`src/hw/rtl/pce_pkg.sv`:
```
// Shared types and codes for the correlation engine.
package pce_pkg;

    typedef struct packed {
        logic signed [15:0] sample_x;
        logic signed [15:0] sample_y;
        logic               last_pair;
    } sample_item_t;

    typedef struct packed {
        logic signed [15:0] coefficient;
        logic [1:0]         status;
        logic [12:0]        pair_count;
    } result_item_t;

    localparam logic [1:0] STATUS_OK     = 2'd0;
    localparam logic [1:0] STATUS_FLAT   = 2'd1;
    localparam logic [1:0] STATUS_EXCESS = 2'd2;

    // product steps of the solver
    localparam logic [2:0] OP_N_SXX  = 3'd0;
    localparam logic [2:0] OP_SX_SX  = 3'd1;
    localparam logic [2:0] OP_N_SYY  = 3'd2;
    localparam logic [2:0] OP_SY_SY  = 3'd3;
    localparam logic [2:0] OP_N_SXY  = 3'd4;
    localparam logic [2:0] OP_SX_SY  = 3'd5;
    localparam logic [2:0] OP_NUM_SQ = 3'd6;
    localparam logic [2:0] OP_DEN    = 3'd7;

    typedef enum logic [2:0] {
        BK_IDLE,
        BK_LAUNCH,
        BK_WAIT,
        BK_TLAUNCH,
        BK_TWAIT,
        BK_EMIT
    } back_state_t;

endpackage

```
`src/hw/rtl/pce_front.sv`:
```
// Front end: takes pairs, keeps running sums, hands finished vectors to the queue.
module pce_front #(
    parameter int MAX_SAMPLES = 4096,
    parameter int SAMPLE_BITS = 16,
    parameter int CW          = 13,
    parameter int SUMW        = 29,
    parameter int SQW         = 45,
    parameter int JW          = 1 + 13 + 2 * 29 + 3 * 45
) (
    input  logic                    clk,
    input  logic                    rst_n,
    input  logic                    sample_valid,
    output logic                    sample_ready,
    input  pce_pkg::sample_item_t   sample_item,
    input  logic                    full,
    output logic                    push,
    output logic [JW-1:0]           job
);
    import pce_pkg::*;

    localparam int SB   = SAMPLE_BITS;
    localparam int EXTW = (SAMPLE_BITS > 16) ? SAMPLE_BITS : 16;

    logic [CW-1:0]          count_reg;
    logic signed [SUMW-1:0] sx_reg, sy_reg;
    logic signed [SQW-1:0]  sxx_reg, syy_reg, sxy_reg;
    logic                   excess_reg;

    logic [EXTW-1:0]        x_ext, y_ext;
    logic signed [SB-1:0]   xs, ys;
    logic signed [2*SB-1:0] xx, yy, xy;
    logic                   take, room;

    logic [CW-1:0]          count_next;
    logic signed [SUMW-1:0] sx_next, sy_next;
    logic signed [SQW-1:0]  sxx_next, syy_next, sxy_next;
    logic                   excess_next;

    assign sample_ready = !full;
    assign take         = sample_valid && sample_ready;

    // field bits above the sample width are dropped; a narrow field zero-extends
    assign x_ext = EXTW'($unsigned(sample_item.sample_x));
    assign y_ext = EXTW'($unsigned(sample_item.sample_y));
    assign xs    = $signed(x_ext[SB-1:0]);
    assign ys    = $signed(y_ext[SB-1:0]);
    assign xx    = xs * xs;
    assign yy    = ys * ys;
    assign xy    = xs * ys;

    assign room = count_reg < CW'(MAX_SAMPLES);

    always_comb
    begin
        count_next  = count_reg;
        sx_next     = sx_reg;
        sy_next     = sy_reg;
        sxx_next    = sxx_reg;
        syy_next    = syy_reg;
        sxy_next    = sxy_reg;
        excess_next = excess_reg;
        if (room)
        begin
            count_next = count_reg + CW'(1);
            sx_next    = sx_reg + SUMW'(xs);
            sy_next    = sy_reg + SUMW'(ys);
            sxx_next   = sxx_reg + SQW'(xx);
            syy_next   = syy_reg + SQW'(yy);
            sxy_next   = sxy_reg + SQW'(xy);
        end
        else
        begin
            excess_next = 1'b1;
        end
    end

    assign push = take && sample_item.last_pair;
    assign job  = {excess_next, count_next, sx_next, sy_next, sxx_next, syy_next, sxy_next};

    always_ff @(posedge clk or negedge rst_n)
    begin
        if (!rst_n)
        begin
            count_reg  <= '0;
            sx_reg     <= '0;
            sy_reg     <= '0;
            sxx_reg    <= '0;
            syy_reg    <= '0;
            sxy_reg    <= '0;
            excess_reg <= 1'b0;
        end
        else if (take)
        begin
            if (sample_item.last_pair)
            begin
                count_reg  <= '0;
                sx_reg     <= '0;
                sy_reg     <= '0;
                sxx_reg    <= '0;
                syy_reg    <= '0;
                sxy_reg    <= '0;
                excess_reg <= 1'b0;
            end
            else
            begin
                count_reg  <= count_next;
                sx_reg     <= sx_next;
                sy_reg     <= sy_next;
                sxx_reg    <= sxx_next;
                syy_reg    <= syy_next;
                sxy_reg    <= sxy_next;
                excess_reg <= excess_next;
            end
        end
    end

endmodule

```
`config.mk`:
```
export PLATFORM = sky130hd
export DESIGN_NAME = pce_front
export DESIGN_NICKNAME = d
export VERILOG_FILES = /design/src/hw/rtl/pce_pkg.sv /design/src/hw/rtl/pce_front.sv
export SDC_FILE = /design/constraint.sdc
export NUM_CORES = 2
export LEC_CHECK = 0
export BUFFER_PORTS_ARGS = -buffer_cell sky130_fd_sc_hd__buf_4
export CORE_ASPECT_RATIO = 1.75
export CORE_MARGIN = 10
export CORE_UTILIZATION = 40
export CTS_CLUSTER_SIZE = 40
export DETAILED_ROUTE_END_ITERATION = 6
export GPL_TIMING_DRIVEN = 1
export PLACE_DENSITY = 0.61
export SYNTH_ARGS = -nofsm -noshare
export SYNTH_HDL_FRONTEND = slang
export SYNTH_SLANG_ARGS = --single-unit
export TNS_END_PERCENT = 10
```
`constraint.sdc`:
```
create_clock -name clk -period 14.3 [get_ports clk]
set_input_delay 2.86 -clock clk [delete_from_list [all_inputs] [get_ports clk]]
set_output_delay 2.86 -clock clk [all_outputs]
set_load 0.02 [all_outputs]
```
== Word-level counts from Yosys, hierarchy flattened ==
Index checks and enable logic that the tools add are counted.

* Register bits after elaboration: 207
* Bits of input ports: 37
* Output and inout bits: 209
* Word-level logic and storage cells: 34

* Add/sub/neg operators: 6
* Multipliers: 3
* Order comparisons: 1
* Muxes and demuxes: 14
* Reductions and logical operators: 3

{| class="wikitable"
|+ Operator list
! operator !! number
|-
| $mux W45 || 6
|-
| $add A45 B32 Y45 || 3
|-
| $mux W29 || 4
|-
| $mul A16 B16 Y32 || 3
|-
| $add A29 B16 Y29 || 2
|-
| $mux W13 || 2
|-
| $add A13 B1 Y13 const B || 1
|-
| $lt A13 B13 Y1 const B || 1
|-
| $logic_and A1 B1 Y1 || 2
|-
| $mux W1 || 2
|-
| $logic_not A1 Y1 || 1
|}

== Logic depth before layout (Yosys ltp) ==
* Depth in word-level cells: 4
* Gate-level depth with buffers: 27
* Mapped depth without buffers: 25

== Worst setup path after synthesis ==
No wires, ideal clock.

* Path type: in2out
* Start point: input sample_item[2] (netlist bit)
* End point: output job[88]
* Arrival: 9.849 ns
* Required time: 11.440 ns
* Path slack: 1.591 ns
* Cell stages on the path: 24
* Path buffers: 2
* Cells stage by stage: clkbuf_1 > clkbuf_1 > and2_1 > fa_1 > inv_1 > fa_1 > fa_1 > fa_1 > inv_1 > fa_1 > inv_1 > fa_1 > inv_1 > ha_1 > a21o_1 > a21o_1 > a21oi_1 > o41ai_1 > a21o_1 > a21oi_1 > o221ai_2 > o41ai_1 > xor2_1 > o21ai_0

* Word-level cells in the longest chain between the ends: 3

{| class="wikitable"
|+ RTL lines
! what !! line !! text
|-
| start: declaration || pce_front.sv:14 || <nowiki>input pce_pkg::sample_item_t sample_item,</nowiki>
|-
| $mul A16 B16 Y32 || pce_front.sv:48 || <nowiki>assign yy = ys * ys;</nowiki>
|-
| $add A45 B32 Y45 || pce_front.sv:68 || <nowiki>syy_next = syy_reg + SQW'(yy);</nowiki>
|-
| $mux W45 || pce_front.sv:62 || <nowiki>if (room)</nowiki>
|-
| end: declaration || pce_front.sv:17 || <nowiki>output logic [JW-1:0] job</nowiki>
|}

No other way between the ends.

== Final worst setup path ==
* Start point: input sample_item[32] (netlist bit)
* End point: output job[41]

* Word-level cells in the longest chain between the ends: 3

{| class="wikitable"
|+ RTL lines
! what !! line !! text
|-
| $mul A16 B16 Y32 || pce_front.sv:49 || <nowiki>assign xy = xs * ys;</nowiki>
|-
| $add A45 B32 Y45 || pce_front.sv:69 || <nowiki>sxy_next = sxy_reg + SQW'(xy);</nowiki>
|-
| $mux W45 || pce_front.sv:62 ||
|}

No other way between the ends.

==> results.md <==
- Vias/cell: 5.21
- Final worst-path cycle share: 0.939
- Critical R2R Launch: sxy_reg[15]
- Max-Cap Viols: 0
- Synthesized area per cell: 9.05 sq um
- Critical Path Start Type: input port
- Worst hold start: sxx_reg[40]
- GP Congestion: 0.903
- Die height: 488 um
- Critical Path RT: 11.44 ns
- IO Port Bufs: 245
- Synth Net Count: 7025
- DIE WIDTH: 288 um
- Vias in the first global route: 41500
- Post-synth top flop: dfrtp_1
- Worst-skew pair later-pin latency: 0.62 ns
- Worst Skew: 0.0260 ns
- GR Util All Layers: 0.203
- Area Growth Syn to Fin: 8.83%
- Placed Cells incl. Taps: 7248
- Met2 routed WL: 74300 um
- Share of cells above drive strength 1: 0.0741
- Setup CP Type: input port to primary output
- GRT overflow: 0
- Minimum clock period: 13.43 ns
- Synth top area cells: fa_1, ha_1, dfrtp_1, inv_1, nand2_1
- Commonest non-fill, non-tap cell in the layout: inv_1
- Vias post-DR: 38100
- DRT iter0 DRCs: 1976
- Worst-margin pin slew: 1.20 ns
- Initial Util: 0.403
- RSZ-0062 raised after global routing: false
- Worst rel slew slack: 0.191
- Worst Hold Class: flop to flop
- Worst Path Arrival: 10.57 ns
- Largest net degree at the start of global routing: 177
- Share of the synthesized area in the top cell type: 0.392
- DRC: 0
- NumNets Final: 7123
- TritonCTS clock tree: yes
- Fillers: 12400
- Wl on met1: 53600 um
- EDFF count, synth: 0
- Top Ports: 246
- CP Capture Type: primary output
- Post-CTS Hold Fix Bufs: 0
- Site Rows: 171
- Yosys warning total: 0
- Clk pin slew, worst setup/hold paths: 0.06 ns
- Num CTS Buffers: 29
- Cell Area, Synth: 50100 sq um
- R2R Setup Slk: 8.07 ns
- Setup tns final: 0 ns
- Crit Path Max Fanout: 35
- Worst hold path stage count: 2
- Worst flop-to-flop path endpoint: sxy_reg[44]
- Metal3 WL: 7890 um
- Finished Layout Cells: 7302
- Final wirelength: 139000 um
- Top Layer Used: met5
- Path depth of the worst reg2reg path: 20
- Setup bufs post-CTS: 0
- Post-synth top area cell: fa_1
- Root buffer selected by CTS: clkbuf_16
- Post-synth cell types: 81
- CTS sink cnt: 207
- Post-DR wirelength/cell: 19.1 um
- Register bit total from synthesis: 207
- Synth Instances: 5538
- H-tree depth: 1
- Seq/Total Area, Yosys: 0.103
- Max clock buf depth: 3
- Initial DRT Pass Iterations: 7
- Initial antenna violation count: 5
- Status: completed
- Hold EP: sxx_reg[40]
- Hold Slack: 0.514 ns
- Final Hold Fails: 0
- Final ANT Viol Nets: 0
- HPWL after detailed placement: 111000 um
- Die area: 140000 sq um
- First-pass GRT wire length: 226000 um
- Most frequent cells in the layout: inv_1, fa_1, nand2_1
- Final setup viols: 0
- Post-synth ARST share: 1.00
- Fmax achieved: 74.4 MHz
- Core area: 124000 sq um
- Final Max Slew Viols: 0
- Post-cts resize count: 0
logic make-up (layout without fill, tap and decap cells):
kind of cell               Yosys count  after routing  synth area share
muxes                               27             27           0.00614
xor gates and xnor gates           224            224            0.0391
buffers and inverters             1531           1649             0.115
AOI/OAI and AO/OA                  938            938             0.123
and+or+nand+nor                   1161           1161             0.105
other                                0              3                 0
DFF                                207            207             0.103
adders and majority gates         1450           1450             0.509
cells in the mapped netlist, types with 13 or more instances:
cell type     n
nand3_1      36
or2_2        13
nor3_1       30
inv_1      1308
dfrtp_1     207
o21bai_1     28
o21ai_0     329
nor2_1      149
a21oi_1     170
a21o_1       96
xnor2_1     141
a31oi_1      24
and3_1       22
nand2_1     624
buf_1        16
fa_1        982
mux2_2       26
and2_1      197
nand4_1      24
a31o_2       16
nand2b_1     20
o21a_1       23
xor2_1       83
a211oi_1     22
ha_1        468
a22o_1      114
clkbuf_1    201
nor2b_1      25
o31ai_1      16
cell type report:
class	count	area [sq um]	share of cell area
Clock inverter	17	226	0.00415
Multi-Input combinational cell	3800	39200	0.719
Clock buffer	34	764	0.0140
Timing Repair Buffer	286	2170	0.0397
Sequential cell	207	5180	0.0950
Inverter	1312	4920	0.0903
Tap cell	1643	2060	0.0377
Antenna cell	3	7.51	0.000138
worst max-delay path: stages:
cell      delay, ns
buf_4          0.25
nand2_1        0.23
inv_1          0.08
fa_1           0.68
inv_1          0.13
fa_1           0.95
fa_1           0.65
fa_1           0.74
inv_1          0.25
fa_1           0.54
inv_1          0.05
fa_1           0.48
inv_1          0.04
ha_1           0.39
a211o_1        0.36
a211oi_1       0.27
a21o_1         0.14
nor2_1         0.04
a21oi_1        0.25
o31ai_1        0.14
o41ai_1        0.39
xor2_1         0.16
o21ai_0        0.25
buf_4          0.19
through the flow:
step | instance area (sq um) | setup slack, ns | util
6_report | 54600 | 0.865 | 0.439
5_1_grt | 54600 | 0.441 | 0.439
3_3_place_gp | 53600 | 1.05 | 0.431
2_1_floorplan | 50100 | 1.59 | -
3_5_place_dp | 53600 | 0.894 | 0.431
4_1_cts | 54600 | 0.858 | 0.439
worst max-delay path by stage:
| stage | from | endpoint | cells past startpoint |
|---|---|---|---|
| floorplan | sample_item[2] | job[88] | 24 |
| global placement | sample_item[32] | job[41] | 24 |
| detailed placement | sample_item[32] | job[41] | 24 |
| CTS | sample_item[32] | job[41] | 24 |
| global route | sample_item[3] | job[89] | 26 |
| finish | sample_item[32] | job[41] | 24 |
metal layers:
| metal | GRT usage | vias up |
|---|---|---|
| met5 | 0 | - |
| met4 | 0.0535 | 4 |
| met3 | 0.0261 | 178 |
| met2 | 0.377 | 897 |
| met1 | 0.242 | 19600 |
| li1 | - | 17400 |
Power is not shown: default switching activity piles up to over one toggle a cycle in this logic, so the estimate is an artifact.
