[config.mk]
export PLATFORM = sky130hd
export DESIGN_NAME = pce_back
export DESIGN_NICKNAME = d
export VERILOG_FILES = /design/src/hw/rtl/pce_pkg.sv /design/src/hw/rtl/pce_mul.sv /design/src/hw/rtl/pce_back.sv
export SDC_FILE = /design/constraint.sdc
export NUM_CORES = 2
export LEC_CHECK = 0
export BUFFER_PORTS_ARGS = -buffer_cell sky130_fd_sc_hd__buf_2
export CAP_MARGIN = 30
export CORE_UTILIZATION = 35
export CTS_CLUSTER_SIZE = 24
export DETAILED_ROUTE_END_ITERATION = 8
export PLACE_DENSITY = 0.5
export SYNTH_ARGS = -nofsm -noshare
export SYNTH_HDL_FRONTEND = slang
export SYNTH_SLANG_ARGS = --single-unit
[constraint.sdc]
create_clock -name clk -period 8.4 [get_ports clk]
set_input_delay 0.42 -clock clk [delete_from_list [all_inputs] [get_ports clk]]
set_output_delay 0.42 -clock clk [all_outputs]
set_load 0.02 [all_outputs]
[src/hw/rtl/pce_pkg.sv]
// Shared types and codes for the correlation engine.
package pce_pkg;

    typedef struct packed {
        logic signed [15:0] sample_x;
        logic signed [15:0] sample_y;
        logic               last_pair;
    } sample_item_t;

    typedef struct packed {
        logic signed [15:0] coefficient;
        logic [1:0]         status;
        logic [12:0]        pair_count;
    } result_item_t;

    localparam logic [1:0] STATUS_OK     = 2'd0;
    localparam logic [1:0] STATUS_FLAT   = 2'd1;
    localparam logic [1:0] STATUS_EXCESS = 2'd2;

    // product steps of the solver
    localparam logic [2:0] OP_N_SXX  = 3'd0;
    localparam logic [2:0] OP_SX_SX  = 3'd1;
    localparam logic [2:0] OP_N_SYY  = 3'd2;
    localparam logic [2:0] OP_SY_SY  = 3'd3;
    localparam logic [2:0] OP_N_SXY  = 3'd4;
    localparam logic [2:0] OP_SX_SY  = 3'd5;
    localparam logic [2:0] OP_NUM_SQ = 3'd6;
    localparam logic [2:0] OP_DEN    = 3'd7;

    typedef enum logic [2:0] {
        BK_IDLE,
        BK_LAUNCH,
        BK_WAIT,
        BK_TLAUNCH,
        BK_TWAIT,
        BK_EMIT
    } back_state_t;

endpackage

[src/hw/rtl/pce_mul.sv]
// Shift-add multiplier, one multiplier bit per cycle, stops when the rest is zero.
module pce_mul #(
    parameter int LW  = 152,
    parameter int MBW = 59
) (
    input  logic           clk,
    input  logic           rst_n,
    input  logic           start,
    input  logic [LW-1:0]  a,
    input  logic [MBW-1:0] b,
    output logic           done,
    output logic [LW-1:0]  acc
);
    logic [LW-1:0]  a_reg, acc_reg;
    logic [MBW-1:0] b_reg;
    logic           busy_reg;

    assign done = busy_reg && (b_reg == '0);
    assign acc  = acc_reg;

    always_ff @(posedge clk)
    begin
        if (start)
        begin
            a_reg   <= a;
            b_reg   <= b;
            acc_reg <= '0;
        end
        else if (busy_reg && (b_reg != '0))
        begin
            if (b_reg[0])
            begin
                acc_reg <= acc_reg + a_reg;
            end
            a_reg <= {a_reg[LW-2:0], 1'b0};
            b_reg <= {1'b0, b_reg[MBW-1:1]};
        end
    end

    always_ff @(posedge clk or negedge rst_n)
    begin
        if (!rst_n)
        begin
            busy_reg <= 1'b0;
        end
        else if (start)
        begin
            busy_reg <= 1'b1;
        end
        else if (done)
        begin
            busy_reg <= 1'b0;
        end
    end

endmodule

[src/hw/rtl/pce_back.sv]
// Back end: forms the centered sums and searches the Q1.15 coefficient bit by bit.
module pce_back #(
    parameter int CW   = 13,
    parameter int SUMW = 29,
    parameter int SQW  = 45,
    parameter int DW   = 58,
    parameter int LW   = 150,
    parameter int MBW  = 58,
    parameter int JW   = 1 + 13 + 2 * 29 + 3 * 45
) (
    input  logic                    clk,
    input  logic                    rst_n,
    input  logic                    job_valid,
    input  logic [JW-1:0]           job,
    output logic                    pop,
    output logic                    res_valid,
    input  logic                    res_take,
    output pce_pkg::result_item_t   res_item
);
    import pce_pkg::*;

    localparam int O_SYY = SQW;
    localparam int O_SXX = 2 * SQW;
    localparam int O_SY  = 3 * SQW;
    localparam int O_SX  = 3 * SQW + SUMW;
    localparam int O_N   = 3 * SQW + 2 * SUMW;

    back_state_t state_reg, state_next;

    logic [CW-1:0]          n_reg;
    logic signed [SUMW-1:0] sx_reg, sy_reg;
    logic signed [SQW-1:0]  sxx_reg, syy_reg, sxy_reg;
    logic signed [DW-1:0]   pa_reg, dx_reg, dy_reg, num_reg;
    logic [LW-1:0]          rhs_reg, den_reg;
    logic [15:0]            q_reg;
    logic [3:0]             bit_reg;
    logic [2:0]             op_reg;
    logic                   neg_reg;
    logic [1:0]             status_reg;
    logic signed [15:0]     coef_reg;

    logic [CW-1:0]          job_n;
    logic                   job_excess, job_short;

    logic                   mul_start, mul_done;
    logic [LW-1:0]          mul_a, mul_acc;
    logic [MBW-1:0]         mul_b;
    logic                   op_neg;

    logic [SUMW-1:0]        mag_sx, mag_sy;
    logic [SQW-1:0]         mag_sxy;
    logic [DW-1:0]          mag_num;
    logic signed [DW-1:0]   sres, diff;

    logic [15:0]            cand, q_new;
    logic [16:0]            t_odd;
    logic [33:0]            t_sq;
    logic                   fit;
    logic signed [15:0]     coef_new;

    assign job_n      = job[O_N +: CW];
    assign job_excess = job[JW-1];
    assign job_short  = job_n < CW'(2);

    assign mag_sx  = sx_reg[SUMW-1] ? $unsigned(-sx_reg) : $unsigned(sx_reg);
    assign mag_sy  = sy_reg[SUMW-1] ? $unsigned(-sy_reg) : $unsigned(sy_reg);
    assign mag_sxy = sxy_reg[SQW-1] ? $unsigned(-sxy_reg) : $unsigned(sxy_reg);
    assign mag_num = num_reg[DW-1] ? $unsigned(-num_reg) : $unsigned(num_reg);

    // trial code: (2*cand - 1)^2 scaled against the denominator
    assign cand  = q_reg | (16'd1 << bit_reg);
    assign t_odd = {cand, 1'b0} - 17'd1;
    assign t_sq  = t_odd * t_odd;

    always_comb
    begin
        mul_a  = '0;
        mul_b  = '0;
        op_neg = 1'b0;
        if (state_reg == BK_TLAUNCH)
        begin
            mul_a = den_reg;
            mul_b = MBW'(t_sq);
        end
        else
        begin
            case (op_reg)
                OP_N_SXX:
                begin
                    mul_a = LW'($unsigned(sxx_reg));
                    mul_b = MBW'(n_reg);
                end
                OP_SX_SX:
                begin
                    mul_a = LW'(mag_sx);
                    mul_b = MBW'(mag_sx);
                end
                OP_N_SYY:
                begin
                    mul_a = LW'($unsigned(syy_reg));
                    mul_b = MBW'(n_reg);
                end
                OP_SY_SY:
                begin
                    mul_a = LW'(mag_sy);
                    mul_b = MBW'(mag_sy);
                end
                OP_N_SXY:
                begin
                    mul_a  = LW'(mag_sxy);
                    mul_b  = MBW'(n_reg);
                    op_neg = sxy_reg[SQW-1];
                end
                OP_SX_SY:
                begin
                    mul_a  = LW'(mag_sx);
                    mul_b  = MBW'(mag_sy);
                    op_neg = sx_reg[SUMW-1] ^ sy_reg[SUMW-1];
                end
                OP_NUM_SQ:
                begin
                    mul_a = LW'(mag_num);
                    mul_b = MBW'(mag_num);
                end
                default:
                begin
                    mul_a = LW'($unsigned(dx_reg));
                    mul_b = MBW'($unsigned(dy_reg));
                end
            endcase
        end
    end

    pce_mul #(
        .LW  (LW),
        .MBW (MBW)
    ) u_mul (
        .clk   (clk),
        .rst_n (rst_n),
        .start (mul_start),
        .a     (mul_a),
        .b     (mul_b),
        .done  (mul_done),
        .acc   (mul_acc)
    );

    assign sres = neg_reg ? -$signed(mul_acc[DW-1:0]) : $signed(mul_acc[DW-1:0]);
    assign diff = pa_reg - sres;

    assign fit      = mul_acc <= rhs_reg;
    assign q_new    = fit ? cand : q_reg;
    assign coef_new = num_reg[DW-1] ? $signed(16'(17'd0 - {1'b0, q_new}))
                    : (q_new[15] ? 16'sd32767 : $signed(q_new));

    always_comb
    begin
        state_next = state_reg;
        unique case (state_reg)
            BK_IDLE:
            begin
                if (job_valid)
                begin
                    state_next = (job_excess || job_short) ? BK_EMIT : BK_LAUNCH;
                end
            end
            BK_LAUNCH:
            begin
                state_next = BK_WAIT;
            end
            BK_WAIT:
            begin
                if (mul_done)
                begin
                    if (op_reg == OP_SY_SY && (dx_reg <= 0 || diff <= 0))
                    begin
                        state_next = BK_EMIT;
                    end
                    else if (op_reg == OP_DEN)
                    begin
                        state_next = BK_TLAUNCH;
                    end
                    else
                    begin
                        state_next = BK_LAUNCH;
                    end
                end
            end
            BK_TLAUNCH:
            begin
                state_next = BK_TWAIT;
            end
            BK_TWAIT:
            begin
                if (mul_done)
                begin
                    state_next = (bit_reg == 4'd0) ? BK_EMIT : BK_TLAUNCH;
                end
            end
            BK_EMIT:
            begin
                if (res_take)
                begin
                    state_next = BK_IDLE;
                end
            end
            default:
            begin
                state_next = BK_IDLE;
            end
        endcase
    end

    always_comb
    begin
        pop       = 1'b0;
        mul_start = 1'b0;
        res_valid = 1'b0;
        unique case (state_reg)
            BK_IDLE:    pop       = job_valid;
            BK_LAUNCH:  mul_start = 1'b1;
            BK_TLAUNCH: mul_start = 1'b1;
            BK_EMIT:    res_valid = 1'b1;
            default:    pop       = 1'b0;
        endcase
    end

    assign res_item.coefficient = coef_reg;
    assign res_item.status      = status_reg;
    assign res_item.pair_count  = 13'(n_reg);

    always_ff @(posedge clk or negedge rst_n)
    begin
        if (!rst_n)
        begin
            state_reg <= BK_IDLE;
        end
        else
        begin
            state_reg <= state_next;
        end
    end

    always_ff @(posedge clk)
    begin
        unique case (state_reg)
            BK_IDLE:
            begin
                if (job_valid)
                begin
                    n_reg    <= job_n;
                    sx_reg   <= job[O_SX +: SUMW];
                    sy_reg   <= job[O_SY +: SUMW];
                    sxx_reg  <= job[O_SXX +: SQW];
                    syy_reg  <= job[O_SYY +: SQW];
                    sxy_reg  <= job[SQW-1:0];
                    op_reg   <= OP_N_SXX;
                    coef_reg <= '0;
                    if (job_excess)
                    begin
                        status_reg <= STATUS_EXCESS;
                    end
                    else if (job_short)
                    begin
                        status_reg <= STATUS_FLAT;
                    end
                    else
                    begin
                        status_reg <= STATUS_OK;
                    end
                end
            end
            BK_LAUNCH:
            begin
                neg_reg <= op_neg;
            end
            BK_WAIT:
            begin
                if (mul_done)
                begin
                    op_reg <= op_reg + 3'd1;
                    case (op_reg)
                        OP_N_SXX, OP_N_SYY, OP_N_SXY: pa_reg  <= sres;
                        OP_SX_SX:                     dx_reg  <= diff;
                        OP_SY_SY:
                        begin
                            dy_reg <= diff;
                            if (dx_reg <= 0 || diff <= 0)
                            begin
                                status_reg <= STATUS_FLAT;
                            end
                        end
                        OP_SX_SY:                     num_reg <= diff;
                        OP_NUM_SQ: rhs_reg <= {mul_acc[LW-33:0], 32'd0};
                        default:
                        begin
                            den_reg <= mul_acc;
                            q_reg   <= '0;
                            bit_reg <= 4'd15;
                        end
                    endcase
                end
            end
            BK_TWAIT:
            begin
                if (mul_done)
                begin
                    q_reg   <= q_new;
                    bit_reg <= bit_reg - 4'd1;
                    if (bit_reg == 4'd0)
                    begin
                        coef_reg <= coef_new;
                    end
                end
            end
            default:
            begin
                neg_reg <= neg_reg;
            end
        endcase
    end

endmodule

# After elaboration in Yosys (flattened, before gate mapping)

Cells that the tools add are included.

Word-level logic and storage cells: 149
Input port bits: 211
Output and inout port bits: 33
Register bits after elaboration: 1110

Bitwise operators: 3
Reduce and logical (&&, ||, !) cells: 33
$mul: 1
$lt $le $gt $ge: 4
$add $sub $neg: 11
Muxes and demuxes: 53
Shifts and indexed selects: 1
Equality and inequality tests: 20

Operators with widths:

| operator                                                                | number |
|---|---|
| 150-bit 2-to-1 mux                                                      | 3 |
| 58-bit case mux with 6 select lines                                     | 1 |
| 58-bit 2-to-1 mux                                                       | 5 |
| 58-bit case mux with 4 select lines                                     | 1 |
| 150-bit adder                                                           | 1 |
| 150-bit <= comparator                                                   | 1 |
| 16-bit 2-to-1 mux                                                       | 8 |
| 58-bit by 1-bit <= comparator with 1-bit output (second input constant) | 2 |
| 58-bit negator                                                          | 2 |
| 16-bit case mux with 2 select lines                                     | 2 |
| 58-bit zero test                                                        | 1 |
| 29-bit 2-to-1 mux                                                       | 2 |
| 29-bit negator                                                          | 2 |
| 58-bit nonzero test                                                     | 1 |
| 58-bit subtractor                                                       | 1 |
| 45-bit 2-to-1 mux                                                       | 1 |
| 45-bit negator                                                          | 1 |
| 17-bit by 17-bit multiplier with 34-bit output                          | 1 |
| 3-bit 2-to-1 mux                                                        | 9 |
| 3-bit AND reduction                                                     | 7 |
| 3-bit equality test (second input constant)                             | 6 |
| 3-bit case mux with 6 select lines                                      | 1 |
| 17-bit by 1-bit subtractor with 17-bit output (second input constant)   | 1 |
| 2-bit != test (second input constant)                                   | 8 |
| 29 further kinds                                                        | 58 |

# Logic depth before layout (Yosys ltp)

Depth in word-level cells: 9
Depth in mapped cells: 40
Mapped depth without buffers: 38

# Cells and area by module

A second synthesis with hierarchy kept.

Cells, all modules: 7135
Area, all modules: 72674.7 sq um

Modules (own cells, without submodules):

| module   | seq. area each (sq um) | cells an instance | times used | area each (sq um) |
|---|---|---|---|---|
| pce_back | 22536.6                | 4494              | 1          | 48699.2 |
| pce_mul  | 9273.9                 | 2641              | 1          | 23975.5 |

# Worst setup path after synthesis

Ideal clock, no wire load.

Path type: register to register
Start: reg op_reg[2]
End: reg den_reg[0] (enable)
Buffers on the path: 5
Cell stages (with the launch flop): 10
Data required time: 7738 ps
Data arrival time: 8489 ps
Library setup time: 662 ps
Path slack: -752 ps
Clock period less this slack: 9152 ps
Cell sequence: edfxtp_1 > clkbuf_1 > inv_2 > ha_1 > or4_1 > clkbuf_1 > clkbuf_1 > clkbuf_1 > clkbuf_1 > nor2_1

Cells in the longest elaborated chain, start to end: 4
Elaborated cells between the ends (all ways): 10
Those cells by class: 6 x eq/ne; 1 x bitwise; 3 x reduce/logical

RTL lines:

| what                                                                         | line            | text |
|---|---|---|
| start, declared                                                              | pce_back.sv:37  | `logic [2:0] op_reg;` |
| start signal, assigned                                                       | pce_back.sv:280 | `op_reg <= op_reg + 3'd1;` |
| 3-bit by 2-bit equality test with 1-bit output, or another cell as far along | pce_back.sv:281 | `case (op_reg)` |
| 7-bit OR reduction (no line) *                                               | --              |  |
| 1-bit NOT (no line) *                                                        | --              |  |
| 3-bit AND reduction (no line) *                                              | --              |  |
| end signal, assigned                                                         | pce_back.sv:296 | `den_reg <= mul_acc;` |
| end, declared                                                                | pce_back.sv:34  | `logic [LW-1:0] rhs_reg, den_reg;` |

Mark *: on every way between the ends. The rest lies on a longest branch, timed or not.
A chain may end at the register's enable or synchronous reset.

# Worst setup path after layout

Start: reg bit_reg[0]
End: reg u_mul.b_reg[33] (data pin)

Cells in the longest elaborated chain, start to end: 6

RTL lines:

| what                                           | line            | text |
|---|---|---|
| start, declared                                | pce_back.sv:36  | `logic [3:0] bit_reg;` |
| start signal, assigned                         | pce_back.sv:308 | `bit_reg <= bit_reg - 4'd1;` |
| 1-bit by 4-bit left shift with 16-bit output   | pce_back.sv:71  | `assign cand = q_reg \| (16'd1 << bit_reg);` |
| 16-bit OR                                      | pce_back.sv:71  |  |
| 17-bit by 1-bit subtractor with 17-bit output  | pce_back.sv:72  | `assign t_odd = {cand, 1'b0} - 17'd1;` |
| 17-bit by 17-bit multiplier with 34-bit output | pce_back.sv:73  | `assign t_sq = t_odd * t_odd;` |
| 58-bit 2-to-1 mux                              | pce_back.sv:80  | `if (state_reg == BK_TLAUNCH)` |
| 58-bit 2-to-1 mux                              | pce_mul.sv:23   | `if (start)` |
| end signal, assigned                           | pce_mul.sv:36   | `b_reg <= {1'b0, b_reg[MBW-1:1]};` |
| end, declared                                  | pce_mul.sv:15   | `logic [MBW-1:0] b_reg;` |

No other way between the ends.

==> results.sh <==
export IMPL_status="finished, violations left"
export IMPL_violations="negative setup slack"
export IMPL_ys_types=83
export IMPL_numPortBuffers=243
export IMPL_final_common_cell="edfxtp_1"
export IMPL_slew_violations=0
export IMPL_hp_class="input pin to flop"
export IMPL_synth_edf_count=956
export IMPL_gp_congestion=0.901
export IMPL_yosys_top_cells_area="edfxtp_1 41%, ha_1 8.0%, fa_1 5.5%, nand2_1 5.0%, dfxtp_1 4.3%"
export IMPL_cp_data_required_time_ns=8.94
export IMPL_syn_cell_area_mm2=0.0696
export IMPL_dieWidth_um=448
export IMPL_root_buffer="clkbuf_16"
export IMPL_multi_input_area_mm2=0.0352
export IMPL_fin_nets=8436
export IMPL_cpMostUsedCell="fa_1"
export IMPL_syn_num_nets=7877
export IMPL_yosysTopAreaCell="edfxtp_1"
export IMPL_num_vias=56800
export IMPL_pre_cts_ws_ns=-0.546
export IMPL_final_cell_mix="956 x edfxtp_1, 926 x nand2_1, 589 x a21oi_1, 547 x inv_1, 449 x o21ai_0"
export IMPL_antenna_found_initial=11
export IMPL_io_pins=244
export IMPL_drc=0
export IMPL_gr_total_overflow=0
export IMPL_wire_per_inst_um=23.3
export IMPL_grt_pass1_vias=56600
export IMPL_ys_seq_area_share_pct=45.7
export IMPL_cp_end_kind="flop"
export IMPL_cp_data_arrival_time_ns=8.95
export IMPL_synth_seq_cells=1110
export IMPL_r2r_end="u_mul.b_reg[33]$_DFFE_PP_"
export IMPL_finalSetupViolCount=1
export IMPL_viasPerCell=5.50
export IMPL_core_area_mm2=0.197
export IMPL_fmax_mhz=119
export IMPL_hold_start="job[120]"
export IMPL_numCtsBuffers=132
export IMPL_fillers=19400
export IMPL_worst_path_max_delay_cell="or4_4"
export IMPL_p_per_area_mw_per_mm2=274
export IMPL_yosysWarningCount=0
export IMPL_cts_sinks=1110
export IMPL_first_pass_iters=7
export IMPL_min_path_cells=2
export IMPL_drt_iter0_markers=5097
export IMPL_dpl_hpwl_um=179000
export IMPL_die_h_um=448
export IMPL_whs_ns=0.305
export IMPL_syn_area_per_cell_um2=9.90
export IMPL_cts_buffer_depth=3
export IMPL_fin_crit_sh_pct=100
export IMPL_clk_latency_ns=0.82
export IMPL_area_growth_pct=18.7
export IMPL_leakagePower_uw=0.0334
export IMPL_cap_violations=0
export IMPL_async_flop_share_pct=0.360
export IMPL_cp_slowest_stage_delay_ns=0.52
export IMPL_utilization_pct=41.9
export IMPL_grt_pass1_wl_um=360000
export IMPL_seq_area_mm2=0.0318
export IMPL_hold_end="sxx_reg[30]$_DFFE_PP_"
export IMPL_die_area_mm2=0.201
export IMPL_timing_hold_violations_final=0
export IMPL_synth_top_cell_area_share_pct=41.2
export IMPL_worst_pin_slew_ns=1.18
export IMPL_crit_fanout=4
export IMPL_grt_total_usage_pct=23.8
export IMPL_vdd_drop_max_mv=0.273
export IMPL_rr_worst_depth=37
export IMPL_drt_wl_total_um=241000
export IMPL_initial_core_util_pct=35.3
export IMPL_grt_max_degree=150
export IMPL_slew_headroom_pct=21.6
export IMPL_finalClockSkew_ns=0.0680
export IMPL_r2r_start="bit_reg[0]$_SDFFCE_PN1P_"
export IMPL_clk_pin_slew_ns=0.06
export IMPL_finalWorstSetupSlack_ns=-0.00929
export IMPL_synth_main_ff_cell="edfxtp_1"
export IMPL_cts_tree="built"
export IMPL_min_period_ns=8.41
export IMPL_path_class="flop to flop"
export IMPL_rows=163
export IMPL_drive_above_1_share_pct=11.7
export IMPL_start_kind="flop"
export IMPL_rsz0062_at_grt="true"
export IMPL_ant_nets=0
export IMPL_htree_levels=4
export IMPL_r2r_slack_ns=-0.009
export IMPL_postSynthCellCount=7030
[synthesized netlist by cell type, types with 173 or more instances]
library cell,n
a21oi_1,599
nand3_1,173
nand2_1,934
xnor2_1,249
edfxtp_1,956
clkbuf_1,300
inv_1,560
nor2_1,396
ha_1,443
a21o_1,183
o21ai_0,458
fa_1,193
xor2_1,188
[through the flow]
stage	total power [uW]	cell area, um^2	TNS [ns]	instances
3_3_place_gp	16500	75300	-2.33	9858
4_1_cts	22700	82300	-0.0182	10300
3_5_place_dp	16600	75300	-3.36	9861
6_report	22700	82600	-0.00929	10300
5_1_grt	24000	82600	-1.87	10300
2_1_floorplan	13700	69800	-0.0917	7030
[per-layer routing]
metal  share of wire, %  GRT usage (%)
met2                 46           38.2
met4                3.9           9.11
met5             0.0033              0
met3                5.7           3.30
met1                 44           32.3
[critical path: cells and delay by family, from the launching register on]
kind,cells,cell delay [ns]
simple gates,10,2.03
flops,1,0.45
xor+xnor,2,0.22
compound gates,9,1.59
fa+ha+maj,8,3.08
buf+inv,8,0.80
[logic make-up (layout without fill, tap and decap cells)]
kind of cell | count (synthesis) | count (layout) | synth area share (%)
buf+inv | 884 | 1553 | 4.77
simple gates | 2115 | 2115 | 14.0
compound gates | 1833 | 1833 | 16.3
fa+ha+maj | 636 | 636 | 13.5
mux | 15 | 15 | 0.223
other cells | 0 | 3 | 0
flops | 1110 | 1110 | 45.7
xor+xnor | 437 | 437 | 5.50
[how the worst max path moves through the flow]
stage	startpoint	to	slack, ns
finish	bit_reg[0]$_SDFFCE_PN1P_	u_mul.b_reg[33]$_DFFE_PP_	-0.009
global route	bit_reg[0]$_SDFFCE_PN1P_	u_mul.b_reg[32]$_DFFE_PP_	-0.31
CTS	bit_reg[0]$_SDFFCE_PN1P_	u_mul.b_reg[32]$_DFFE_PP_	-0.02
detailed placement	bit_reg[0]$_SDFFCE_PN1P_	u_mul.b_reg[32]$_DFFE_PP_	-0.55
global placement	bit_reg[0]$_SDFFCE_PN1P_	u_mul.b_reg[32]$_DFFE_PP_	-0.44
floorplan	bit_reg[0]$_SDFFCE_PN1P_	u_mul.b_reg[33]$_DFFE_PP_	-0.05
[cell type report]
class                   instances  area share, %
clock buffers                 165           4.26
multi-input cells            5036           42.6
clock inverters                79           1.21
well taps                    2640           4.00
inverters                     569           2.61
repair buffers                740           6.79
flip-flops and latches       1110           38.5
diodes                          3        0.00909
[where the power goes]
group / switching, uW / internal, uW
Clock: 2540 / 3490
Sequential: 957 / 7090
Combinational: 5350 / 3250
[what timing repair did]
action / CTS / global route
hold buffers: 210 / 0
hold endpoints to repair: 213 / 0
buffers inserted: 14 / 12
resized for setup: 64 / 52
pin swaps: 69 / 53
endpoints found under the setup margin: 12 / 14
(Power assumes the default switching activity.)
