<file path="src/hw/rtl/pce_queue.sv">
// Two-entry queue of finished vector sums between front and back.
module pce_queue #(
    parameter int W = 8
) (
    input  logic         clk,
    input  logic         rst_n,
    input  logic         push,
    input  logic [W-1:0] wdata,
    input  logic         pop,
    output logic [W-1:0] rdata,
    output logic         full,
    output logic         not_empty
);
    logic [W-1:0] data_reg [2];
    logic         wr_ptr_reg, rd_ptr_reg;
    logic [1:0]   cnt_reg;

    assign full      = cnt_reg == 2'd2;
    assign not_empty = cnt_reg != 2'd0;
    assign rdata     = data_reg[rd_ptr_reg];

    always_ff @(posedge clk)
    begin
        if (push)
        begin
            data_reg[wr_ptr_reg] <= wdata;
        end
    end

    always_ff @(posedge clk or negedge rst_n)
    begin
        if (!rst_n)
        begin
            wr_ptr_reg <= 1'b0;
            rd_ptr_reg <= 1'b0;
            cnt_reg    <= 2'd0;
        end
        else
        begin
            if (push)
            begin
                wr_ptr_reg <= !wr_ptr_reg;
            end
            if (pop)
            begin
                rd_ptr_reg <= !rd_ptr_reg;
            end
            cnt_reg <= cnt_reg + {1'b0, push} - {1'b0, pop};
        end
    end

endmodule

</file>
<file path="config.mk">
export PLATFORM = sky130hd
export DESIGN_NAME = pce_queue
export DESIGN_NICKNAME = d
export VERILOG_FILES = /design/src/hw/rtl/pce_queue.sv
export SDC_FILE = /design/constraint.sdc
export NUM_CORES = 1
export LEC_CHECK = 0
export BUFFER_PORTS_ARGS = -buffer_cell sky130_fd_sc_hd__buf_2
export CAP_MARGIN = 20
export CORE_AREA = 2 2 60 62
export DETAILED_ROUTE_END_ITERATION = 10
export DIE_AREA = 0 0 62 64
export PLACE_DENSITY_LB_ADDON = 0.08
export SETUP_SLACK_MARGIN = 0.15
export SLEW_MARGIN = 10
export SYNTH_ARGS = -nofsm -noshare
export SYNTH_HDL_FRONTEND = slang
export SYNTH_SLANG_ARGS = --single-unit
</file>
<file path="constraint.sdc">
create_clock -name clk -period 1.8 [get_ports clk]
set_input_delay 0.45 -clock clk [delete_from_list [all_inputs] [get_ports clk]]
set_output_delay 0.45 -clock clk [all_outputs]
set_load 0.005 [all_outputs]
</file>
# == Word-level counts from Yosys, hierarchy flattened ==
# Memories as Yosys holds them, arrays and structs flattened.
# Cells that the tools add are included.
# word_totals
in_bits,12
mem_bits_rw,16
rom_bits,0
out_inout_bits,10
memories,1
latch_bits,0
register_bits,4
word_cells,12
# op_classes
addsub,2
bitwise,0
mul,0
reduce_logical,3
order_cmp,0
div_mod_pow,0
mux,2
eq_ne,1
n_shift,0
# mem_list
memory,depth,word_bits,read_ports,rd_clocked_by_memory_dff,write_ports,line,text
data_reg,2,8,1,0,1,14,logic [W-1:0] data_reg [2];
# op_table
op,count
$add 2x1->2,1
$eq 2x2->1 const B,1
$logic_not 1->1,2
$mux 1,2
$reduce_bool 2->1,1
$sub 2x1->2,1

# == Logic depth before layout (Yosys ltp) ==
# Gate-level depths: netlist (run 1).
# depth
word_depth,2
mapped_depth,5
ltp_nobuf,5

# == Least setup slack after synthesis (run 1) ==
# No wires, ideal clock.
# synth_timing
kind,input port to flip-flop
start,input pop
end,register cnt_reg[1]
path_buffers,0
arrival_time_ps,1260
slack_ps,404
cell_stages,4
required_time_ps,1665
setup_ps,135
path_cell_list,ha_1 inv_1 ha_1 xor3_1
# synth_between
elab_chain_len,1
# synth_rtl
element,line,text
start: declaration,9,"input logic pop,"
$sub 2x1->2,48,"cnt_reg <= cnt_reg + {1'b0, push} - {1'b0, pop};"
end signal: assignment,48,
end: declaration,16,logic [1:0] cnt_reg;
# No other way between the ends.
# A chain may end at the register's enable or synchronous reset.

# == Worst setup path in the final report (run 1) ==
# layout_timing
start,register rd_ptr_reg
end,output rdata[1]
# layout_between
elab_chain_len,1
# layout_rtl
element,line,text
start: declaration,15,"logic wr_ptr_reg, rd_ptr_reg;"
start signal: assignment,46,rd_ptr_reg <= !rd_ptr_reg;
$mem_v2 2x8,n/a,
end: declaration,10,"output logic [W-1:0] rdata,"
# No other way between the ends.

==> results.txt, run 1 <==
* Run status: complete, no violations
* Number of vias per cell after detailed routing: 3.64
- Across the routed clock network, the largest skew measured is 0.00188 ns.
- Reg2Reg Launch Point: cnt_reg[0]$_DFF_PN0_
- In this run the power density over the cells is 1420 nW/um2.
* Post-Syn Area: 811 um2
* Total instance count after detailed placement: 107
- Total overflow reported by the global router: 0
- Total CTS buffers: 3
* Placed Instance Area: 970 um2
- Final setup TNS: 0 ns
- The die is 64 um tall.
- The area growth from synthesis to layout is 34.1%.
- Syn Area/Cell: 20.3 um2
- Summed over all cells, the static leakage comes to 0.462 nW.
- Initial Utilization: 24.7%
* Minimum setup slack in the final design: 0.0755 ns
- The share of synthesized area in the top cell type comes to 59.3%.
- Leaving out filler cells and counting taps, the final layout contains 115.
- I/O pin count: 22
- The die covers 3970 um2.
- Tracing the worst setup path back leads to its startpoint at rd_ptr_reg$_DFFE_PN0P_.
- Nets@finish: 84
* Worst setup timing slack at the placement stage: 0.202 ns
- Number of diodes: 0
- Worst setup SP type: register
* Insertion delay of the later-clocked pin in the worst-skew pair: 0.29 ns
- Setup repair after global routing missed its margin: yes
* CP top delay family: flip-flops
* Peak fanout along the critical path: 5
- Entering global routing, the biggest net connects 12 pins.
* IO buf count: 21
- Worst hold path type: input port to register
- Data on the critical path arrives at its endpoint at 1.27 ns.
- The routed design has 1.26 mm of wire.
- After clock tree synthesis, the clock-pin slew on the worst setup and hold paths is 0.10 ns.
- Total of flip-flops plus latches after synthesis: 20
- Path type of the worst setup path: register to output port
* Average wire length per cell after detail routing: 11.0 um
- The register with the most flip-flops in the layout has 16 of them.
- CP required: 1.35 ns
* Start point of the worst hold path: wdata[6]
- The congestion estimate from routability-driven global placement came to 0.587.
- Slew at the pin closest to its max-slew limit: 0.427 ns
- Drc violations: 0
- In the final layout, the share of cells above drive strength 1 is 55.1%.
- Core area: 3280 um2
- The finished cells cover 1090 um2.
- Leaving out fill and tap cells, the most frequent cell in the layout is sky130_fd_sc_hd__edfxtp_1.
- The tool flagged a number of max-cap violations equal to 0.
* Clock Root Buffer: sky130_fd_sc_hd__clkbuf_4
- Via count of the first global-routing pass: 409
- Most frequent cell on the critical path: sky130_fd_sc_hd__buf_6
* Buffering stage count on the worst path with inverters included: 2
* Leading cell types in the layout, fill and taps excluded: sky130_fd_sc_hd__edfxtp_1, sky130_fd_sc_hd__buf_2, sky130_fd_sc_hd__buf_6, sky130_fd_sc_hd__mux2_4
- Minimum clock period after layout: 1.72 ns
* Number of buffers between clock root and the deepest sink: 2
* Width of the die: 62 um
* Total number of yosys warnings: 0
- Capturing element type of the critical path: output port
* Period utilization: 95.8%
- Counting every sink on the clock net gives 20.
- Setup violations remaining at the end of the flow were counted as 0.
- Maximum single-stage delay on the critical path: 0.43 ns
- The first TritonRoute pass finished after 2 iterations.
- The filler cells instantiated in the layout total 339.
- IR drop worst, VDD: 0.464 mV
- The first routing iteration left 2 violations.
* Hold violation count in the final report: 0
- Based on the critical path, the design can be clocked at up to 580 MHz.
- The number of antenna violations at the first check in global routing came to 0.
* Antenna Violating Nets Remaining: 0
- CTS built an H-tree with a depth of 1.
- Gr usage total: 7.23%
- For this run, the register share of the synthesized area comes to 71.6%.
- Counting every net in the synthesized netlist gives 54.
- Of all cell types, the one taking the most synthesized area is sky130_fd_sc_hd__edfxtp_1.
- List of cells traversed by the critical path: buf_6, mux2_4, buf_6
- The completed layout was analyzed and its total power is 1.54 mW.
- Count of final max-slew check failures: 0
- Sorting the synthesized cells by area gives the leading types as sky130_fd_sc_hd__edfxtp_1, sky130_fd_sc_hd__mux2_4, sky130_fd_sc_hd__dfrtp_1, sky130_fd_sc_hd__ha_1, sky130_fd_sc_hd__xor3_1.
- Unique cell type count in the Yosys netlist: 11
* Count of standard-cell rows: 21
- Synth Instances: 40
- Global-route wire length before repair: 1.97 mm
- Via count: 419
- TritonCTS clock tree: built
- Slowest stage cell, crit path: sky130_fd_sc_hd__dfrtp_2
- In this run the tightest slew margin relative to its limit is 71.6%.
## worst reg2reg max path: cells and delay by family (launching register included)
family / cells / cell delay (ns)
adder cells (fa/ha/maj): 2 / 0.40
XOR/XNOR: 1 / 0.39
flip-flops: 1 / 0.38
buffers and inverters: 2 / 0.10
## Yosys cell counts, drive strengths merged
library cell,n
and2,1
buf,1
dfrtp,4
edfxtp,16
ha,2
inv,2
mux2,8
nor2b,2
or2,1
xor2,2
xor3,1
## worst paths after layout
path / to / slack (ns) / cells past startpoint
hold / removal: data_reg[0][6]$_DFFE_PP_ / 0.34 / 1
min in group asynchronous: cnt_reg[0]$_DFF_PN0_ / 0.48 / 2
setup reg to reg: cnt_reg[1]$_DFF_PN0_ / 0.41 / 5
max in group asynchronous: rd_ptr_reg$_DFFE_PN0P_ / 1.19 / 2
setup / recovery: rdata[1] / 0.08 / 3
hold reg to reg: wr_ptr_reg$_DFFE_PN0P_ / 0.50 / 1
## layout make-up
class	count	area [um2]	area share, %
Tap cell	46	57.6	5.29
Multi-Input combinational cell	17	211	19.4
Sequential cell	20	582	53.5
Timing Repair Buffer	26	203	18.6
Inverter	2	7.51	0.690
Clock buffer	4	26.3	2.42
## through the flow
step / util, % / hold WS, ns
after detailed placement: 29.5 / 0.266
after CTS: 32.7 / 0.329
after global placement: 29.5 / 0.267
final: 33.1 / 0.342
after global routing: 33.1 / 0.307
after floorplan: - / 0.154
## metal layers
layer / routed length (um) / GRT usage, % / up-vias
li1: - / - / 204
met2: 617 / 11.6 / 17
met3: 87 / 4.25 / 0
met4: 0 / 0.798 / 0
met1: 556 / 8.52 / 198
met5: 0 / 0 / -
## report_power, final
group / switching [mW] / internal [mW] / leakage [nW]
registers: 0.0531 / 0.632 / 0.196
clock network: 0.123 / 0.0861 / 0.0150
logic: 0.223 / 0.425 / 0.251
total: 0.399 / 1.14 / 0.462
## cell families (layout without fill, tap and decap cells)
family	count (synthesis)	in the layout	share of synthesized area, %
DFF	20	20	71.6
muxes	8	8	14.8
buffers and inverters	3	32	2.32
and+or+nand+nor	4	4	3.09
adders and majority gates	2	2	3.09
xor gates and xnor gates	3	3	5.09
## timing repair
action | 4_1_cts | 5_1_grt
gates resized for setup | 10 | 2
hold buffers | 1 | 0
hold endpoints to repair | 4 | 0
pin swaps | 0 | 0
buffers inserted | 3 | 0
endpoints found under the setup margin | 8 | 8
gates cloned | 0 | 0
Note: power is estimated with default switching activity, not from simulation.
==> run 2, diff against run 1 <==
--- a/config.mk
+++ b/config.mk
@@ -10,6 +10,7 @@
 export CORE_AREA = 2 2 60 62
 export DETAILED_ROUTE_END_ITERATION = 10
 export DIE_AREA = 0 0 62 64
+export GPL_ROUTABILITY_DRIVEN = 1
 export PLACE_DENSITY_LB_ADDON = 0.08
 export SETUP_SLACK_MARGIN = 0.15
 export SLEW_MARGIN = 10
==> constraint.sdc (replaced) <==
create_clock -name clk -period 1.8 [get_ports clk]
set_input_delay 0.09 -clock clk [delete_from_list [all_inputs] [get_ports clk]]
set_output_delay 0.09 -clock clk [all_outputs]
set_load 0.005 [all_outputs]
==> run 2 against run 1 <==
Compared with the run above: fmax is 21% higher; final cell count is 5.2% higher; critical path depth is 3 higher; via count is 5.7% higher; clock-buffer cell count is 1 lower; setup slack better by 0.30 ns; first-iteration DRC count grew to 5.0 times the previous value; largest power group unchanged.
==> results.txt, run 2 (synthesis gave the netlist of run 1 again) <==
* Largest register FFs: 16
* Initial Utilization: 24.7%
- STA classifies the critical path startpoint as an input port.
* Leading cell types in the layout, fill and taps excluded: sky130_fd_sc_hd__buf_2, sky130_fd_sc_hd__edfxtp_1, sky130_fd_sc_hd__dlygate4sd3_1, sky130_fd_sc_hd__mux2_4
- Lkg Pwr: 0.466 nW
- Number of diodes: 0
* Via count of the first global-routing pass: 423
* Global-route wire length before repair: 1.98 mm
- Drc violations: 0
- Setup repair after global routing missed its margin: no
- Entering global routing, the biggest net connects 12 pins.
* Max-cap check violation count: 0
- P&R area growth vs syn: 35.3%
- Once detail routing completed, the nets flagged for antenna violations numbered 0.
- Number of vias per cell after detailed routing: 3.66
- TritonCTS built the clock tree.
* Net Sw Power: 0.378 mW
- TritonCTS created 3 clock buffers.
- Final count of negative-setup-slack endpoints: 0
- DIE AREA: 3970 um2
* Ratio of cells with drive above 1 in the final layout: 46.7%
- Most common cell after layout, fill and taps aside: sky130_fd_sc_hd__buf_2
- Via count: 443
- CTS clock-pin slew for the worst setup and hold paths: 0.11 ns
- The smallest clock period supported by the final layout is computed as 1.43 ns.
- Data arrives at the worst endpoint at 1.61 ns.
- After global routing the overflow that remains totals 0.
* Run status: complete, no violations
- Of all nets on the critical path, the largest fanout is 2.
* Setup repair bufs after CTS: 0
- Total power for the finished layout comes to 1.39 mW.
- Worst Clk Skew: 0.000410 ns
* IR drop worst, VDD: 0.432 mV
* Final GP Congestion: 0.657
- Internal power comes to 1.01 mW.
- The filler cells instantiated in the layout total 332.
- From left edge to right edge, the die measures 62 um.
- Insertion delay of the later-clocked pin in the worst-skew pair: 0.29 ns
- For this block, the initial DRC count from the detailed router was 10.
- The finished layout holds 121 standard cells, fillers aside.
- For the pin with the worst max-slew slack, the measured transition is 0.410 ns.
- For this run, the post-layout net count is 90.
- Hold violation count in the final report: 0
- In this run, placement finished with an instance count of 107.
- Number of antenna violations at the first check in global routing: 0
* Sinks on the clock net: 20
- Placed wire-length estimate: 888 um
- For this design the top-level I/O count stands at 22.
- Per report_power, the combinational group accounts for 32.3% of the total.
* Total power per unit cell area: 1270 nW/um2
- Count of final max-slew check failures: 0
* Worst hold path type: input port to register
- Maximum clock frequency: 700 MHz
- The worst path uses 79.3% of the clock period.
* Core area: 3280 um2
- Count of standard-cell rows: 21
- Number of detailed-route iterations in the first pass: 3
* Tightest slew margin relative to the limit: 72.7%
- H-Tree Level Count: 1
* Capturing element type of the critical path: register
* Average wire length per cell after detail routing: 10.7 um
* IO buf count: 21
* Final setup TNS: 0 ns
- In this run, the clock network consumes 15.3% of the power.
- Switching part of the total power: 27.2%
- Registers are responsible for 52.4% of the overall power.
- Path type of the worst setup path: input port to register
- In this run the clock root is driven by a sky130_fd_sc_hd__clkbuf_4.
- Gr usage total: 7.18%
- Number of buffers between clock root and the deepest sink: 2
- Measured along the y axis, the die boundary spans 64 um.
* CP required: 1.98 ns
- After detailed routing, the total wire length is 1.30 mm.
run 2: cell types whose count changed in the layout (fill, tap and decap cells not counted):
cell and change:
sky130_fd_sc_hd__buf_6 -10, sky130_fd_sc_hd__dlygate4sd3_1 +9, sky130_fd_sc_hd__buf_2 +8, sky130_fd_sc_hd__buf_4 -1, sky130_fd_sc_hd__clkbuf_1 -1, sky130_fd_sc_hd__clkinv_1 +1
run 2: stage by stage:
step / cell area, um2 / hold slack, ns / setup slack, ns / util, %
final: 1100 / 0.0129 / 0.372 / 33.4
after global routing: 1100 / 0.00906 / 0.313 / 33.4
after CTS: 1100 / 0.0000568 / 0.182 / 33.4
after detailed placement: 970 / -0.0927 / 0.436 / 29.5
after global placement: 970 / -0.0921 / 0.465 / 29.5
after floorplan: 811 / -0.206 / 0.495 / -
run 2: critical path, stage by stage:
cell	delay [ns]
sky130_fd_sc_hd__dlygate4sd3_1	0.53
sky130_fd_sc_hd__buf_2	0.14
sky130_fd_sc_hd__ha_1	0.28
sky130_fd_sc_hd__inv_1	0.06
sky130_fd_sc_hd__ha_1	0.13
sky130_fd_sc_hd__xor3_1	0.38
run 2: final timing paths:
path | slack (ns) | to | cells past startpoint | startpoint
worst max-delay path | 0.37 | cnt_reg[1]$_DFF_PN0_ | 6 | pop
worst min register to register | 0.49 | wr_ptr_reg$_DFFE_PN0P_ | 1 | wr_ptr_reg$_DFFE_PN0P_
worst max register to register | 0.43 | cnt_reg[1]$_DFF_PN0_ | 5 | cnt_reg[0]$_DFF_PN0_
max in group asynchronous | 1.54 | rd_ptr_reg$_DFFE_PN0P_ | 2 | rst_n
min in group asynchronous | 0.13 | cnt_reg[0]$_DFF_PN0_ | 2 | rst_n
worst min-delay path | 0.01 | wr_ptr_reg$_DFFE_PN0P_ | 2 | push
run 2: per-layer routing:
layer / track usage, % / vias up / wire (um)
li1: - / 215 / -
met1: 8.10 / 213 / 579
met2: 11.8 / 13 / 646
met3: 1.82 / 2 / 59
met4: 3.99 / 0 / 12
met5: 0 / - / 0
run 2: power groups by stage:
| stage | clock [mW] | sequential, mW | combinational, mW |
|---|---|---|---|
| 2_1_floorplan | 0 | 0.676 | 0.356 |
| 3_3_place_gp | 0 | 0.739 | 0.451 |
| 3_5_place_dp | 0 | 0.742 | 0.447 |
| 4_1_cts | 0.227 | 0.730 | 0.466 |
| 5_1_grt | 0.243 | 0.749 | 0.505 |
| 6_report | 0.213 | 0.729 | 0.450 |
run 2: cell type report:
class                      count  area, um2  area share, %
sequential                    20        582           53.0
timing repair buffer          32        213           19.4
multi-input combinational     17        211           19.3
tap                           46       57.6           5.25
clock buffer                   3       22.5           2.05
inverter                       2       7.51          0.684
clock inverter                 1       3.75          0.342
run 2: what timing repair did:
action	4_1_cts	5_1_grt
endpoints found under the hold margin	21	0
setup endpoints to repair	0	8
resized for setup	0	1
hold buffers	10	0
==> run 3, diff against run 2 <==
==> constraint.sdc (replaced) <==
create_clock -name clk -period 1.5 [get_ports clk]
set_input_delay 0.075 -clock clk [delete_from_list [all_inputs] [get_ports clk]]
set_output_delay 0.075 -clock clk [all_outputs]
set_load 0.005 [all_outputs]
==> run 3 against run 2 <==
Compared with the run above: final area up 8.7%; clock skew rose by 0.0076 ns; critical path depth down 3; die area stayed put; core utilization rose by 2.9 points; largest cell class unchanged; sequential power up 12%; clock-buffer cell count stayed put; register-to-register slack lost 0.13 ns; critical endpoint is now rdata[1]; wire length up 3.6%; first-iteration DRC count fell by 50%.
==> results.txt, run 3 (synthesis gave the netlist of run 1 again) <==
* Width of the die: 62 um
- IR drop worst, VDD: 0.651 mV
* Number of antenna violations at the first check in global routing: 0
- Hold violation count in the final report: 0
- Final count of negative-setup-slack endpoints: 0
- Worst setup slack for register-to-register paths: 0.30 ns
* Initial Utilization: 24.7%
- H-Tree Level Count: 1
- Relative to the synthesized area, the layout overhead comes to 47.1%.
- STA classifies the critical path startpoint as a register.
* GRT met3 Usage: 2.23%
* Worst hold path type: input port to asynchronous set/reset pin
- For the pin with the worst max-slew slack, the measured transition is 0.387 ns.
* Final setup TNS: 0 ns
- Average wire length per cell after detail routing: 10.7 um
- After global routing the overflow that remains totals 0.
- Met1 GRT Util: 8.38%
- Insertion delay of the later-clocked pin in the worst-skew pair: 0.30 ns
* Die extent in y: 64 um
- For this run, the total global-route usage over all layers was measured as 7.23%.
- The first global-routing pass estimated 2.01 mm of wire.
* TritonCTS clock tree: built
* Reg2Reg Launch Point: cnt_reg[0]$_DFF_PN0_
- Pin placement for this block handled 22 I/O pins.
* Signal arrival time at the worst endpoint: 1.27 ns
- The worst setup path is of the register to output port kind.
- Detailed router's first-iteration violation count: 5
- The number of antenna diodes in the final layout is 0.
- Nets@finish: 95
- DIE AREA: 3970 um2
* Maximum clock frequency: 743 MHz
* Placed wire-length estimate: 884 um
- Leaving out fill and tap cells, the most frequent cell in the layout is sky130_fd_sc_hd__edfxtp_1.
- The worst register-to-register path ends at cnt_reg[1]$_DFF_PN0_.
- Core area: 3280 um2
* IO buf count: 21
- The run finished with clean final reports.
* Setup repair after global routing missed its margin: yes
- Ratio of cells with drive above 1 in the final layout: 48.8%
- For the worst flop-to-flop path, the logic depth is 5.
- Number of buffers between clock root and the deepest sink: 2
- For met2 alone, demand over resource in global routing was 11.5%.
* Sinks on the clock net: 20
- Tightest slew margin relative to the limit: 74.2%
* CP required: 1.42 ns
* Overall Power: 1.89 mW
- For this block, the via count after detailed routing is 457.
* Minimum clock period after layout: 1.35 ns
- At the end of routability-driven placement, the weighted congestion stood at 0.677.
* Count of final max-slew check failures: 0
- Clock tree synthesis inserted a total of 3 buffers.
* Antenna Violating Nets Remaining: 0
- Clock Root Buffer: sky130_fd_sc_hd__clkbuf_4
- The via count of the first global-routing pass was 453.
- Busiest grt layer: met2
- Number of detailed-route iterations in the first pass: 4
- Number of vias per cell after detailed routing: 3.63
- Pin count of the biggest net entering global routing: 12
- Total power per unit cell area: 1580 nW/um2
- Max-cap check violation count: 0
- In the finished design, the share of the clock period the worst path needs comes to 89.7%.
- Across the routed clock network, the largest skew measured is 0.00798 ns.
* Leading cell types in the layout, fill and taps excluded: sky130_fd_sc_hd__edfxtp_1, sky130_fd_sc_hd__buf_2, sky130_fd_sc_hd__dlygate4sd3_1, sky130_fd_sc_hd__buf_6, sky130_fd_sc_hd__mux2_4
- Lkg Pwr: 0.508 nW
- Total routed wirelength: 1.34 mm
- Drc violations: 0
- Largest register FFs: 16
- Row generation in the floorplan step produced 21 rows.
- Capturing element type of the critical path: output port
- CTS clock-pin slew for the worst setup and hold paths: 0.10 ns
* Peak fanout along the critical path: 5
## run 3: changes by cell type in the layout (fill, tap and decap cells not counted)
cell                            previous run  this run
sky130_fd_sc_hd__buf_2                    21        14
sky130_fd_sc_hd__buf_6                     0        10
sky130_fd_sc_hd__dlygate4sd3_1            10        11
sky130_fd_sc_hd__buf_4                     1         2
## run 3: per-layer routing
layer / vias to the layer above / part of all wire [%]
met4: 0 / 1.2
met3: 2 / 6.0
met1: 215 / 45
met5: - / 0
li1: 225 / -
met2: 15 / 48
## run 3: timing repair
item / in CTS / in global routing
hold buffers: 11 / 0
resized for setup: 1 / 12
buffers inserted: 3 / 1
setup endpoints to repair: 9 / 10
pin swaps: 0 / 1
endpoints found under the hold margin: 22 / 0
## run 3: layout make-up
cell class / instances / area, um2
inverters: 2 / 7.51
repair buffers: 37 / 308
well taps: 46 / 57.6
clock inverters: 1 / 3.75
fillers: 326 / 2090
clock buffers: 3 / 22.5
multi-input cells: 17 / 211
flip-flops and latches: 20 / 582
## run 3: worst max-delay path, stage by stage (launching register included)
cell and delay (ns):
sky130_fd_sc_hd__dfrtp_2 0.43, sky130_fd_sc_hd__buf_6 0.14, sky130_fd_sc_hd__mux2_4 0.30, sky130_fd_sc_hd__buf_6 0.12
## run 3: how the worst max path moves through the flow
| stage | startpoint | endpoint | slack, ns | depth (start not counted) |
|---|---|---|---|---|
| after CTS | rd_ptr_reg$_DFFE_PN0P_ | rdata[7] | 0.11 | 3 |
| final | rd_ptr_reg$_DFFE_PN0P_ | rdata[1] | 0.15 | 3 |
| after global placement | cnt_reg[0]$_DFF_PN0_ | cnt_reg[1]$_DFF_PN0_ | 0.17 | 5 |
| after detailed placement | cnt_reg[0]$_DFF_PN0_ | cnt_reg[1]$_DFF_PN0_ | 0.14 | 5 |
| after global routing | rd_ptr_reg$_DFFE_PN0P_ | rdata[1] | 0.08 | 3 |
| after floorplan | cnt_reg[0]$_DFF_PN0_ | cnt_reg[1]$_DFF_PN0_ | 0.19 | 5 |
## run 3: metrics by stage
stage	instance area (um2)	worst slack (ns)	util [%]	hold WS, ns	std cells
6_report	1190	0.154	36.3	0.111	126
4_1_cts	1130	0.107	34.3	0.0859	125
2_1_floorplan	811	0.195	-	-0.221	40
3_5_place_dp	970	0.143	29.5	-0.113	107
5_1_grt	1190	0.0835	36.3	0.0953	126
3_3_place_gp	970	0.167	29.5	-0.107	107
## run 3: power breakdown
part           switching [mW]  total (mW)  internal (mW)
sequential             0.0602       0.818          0.758
clock                   0.154       0.251         0.0968
combinational           0.277       0.817          0.540
total                   0.491        1.89           1.39
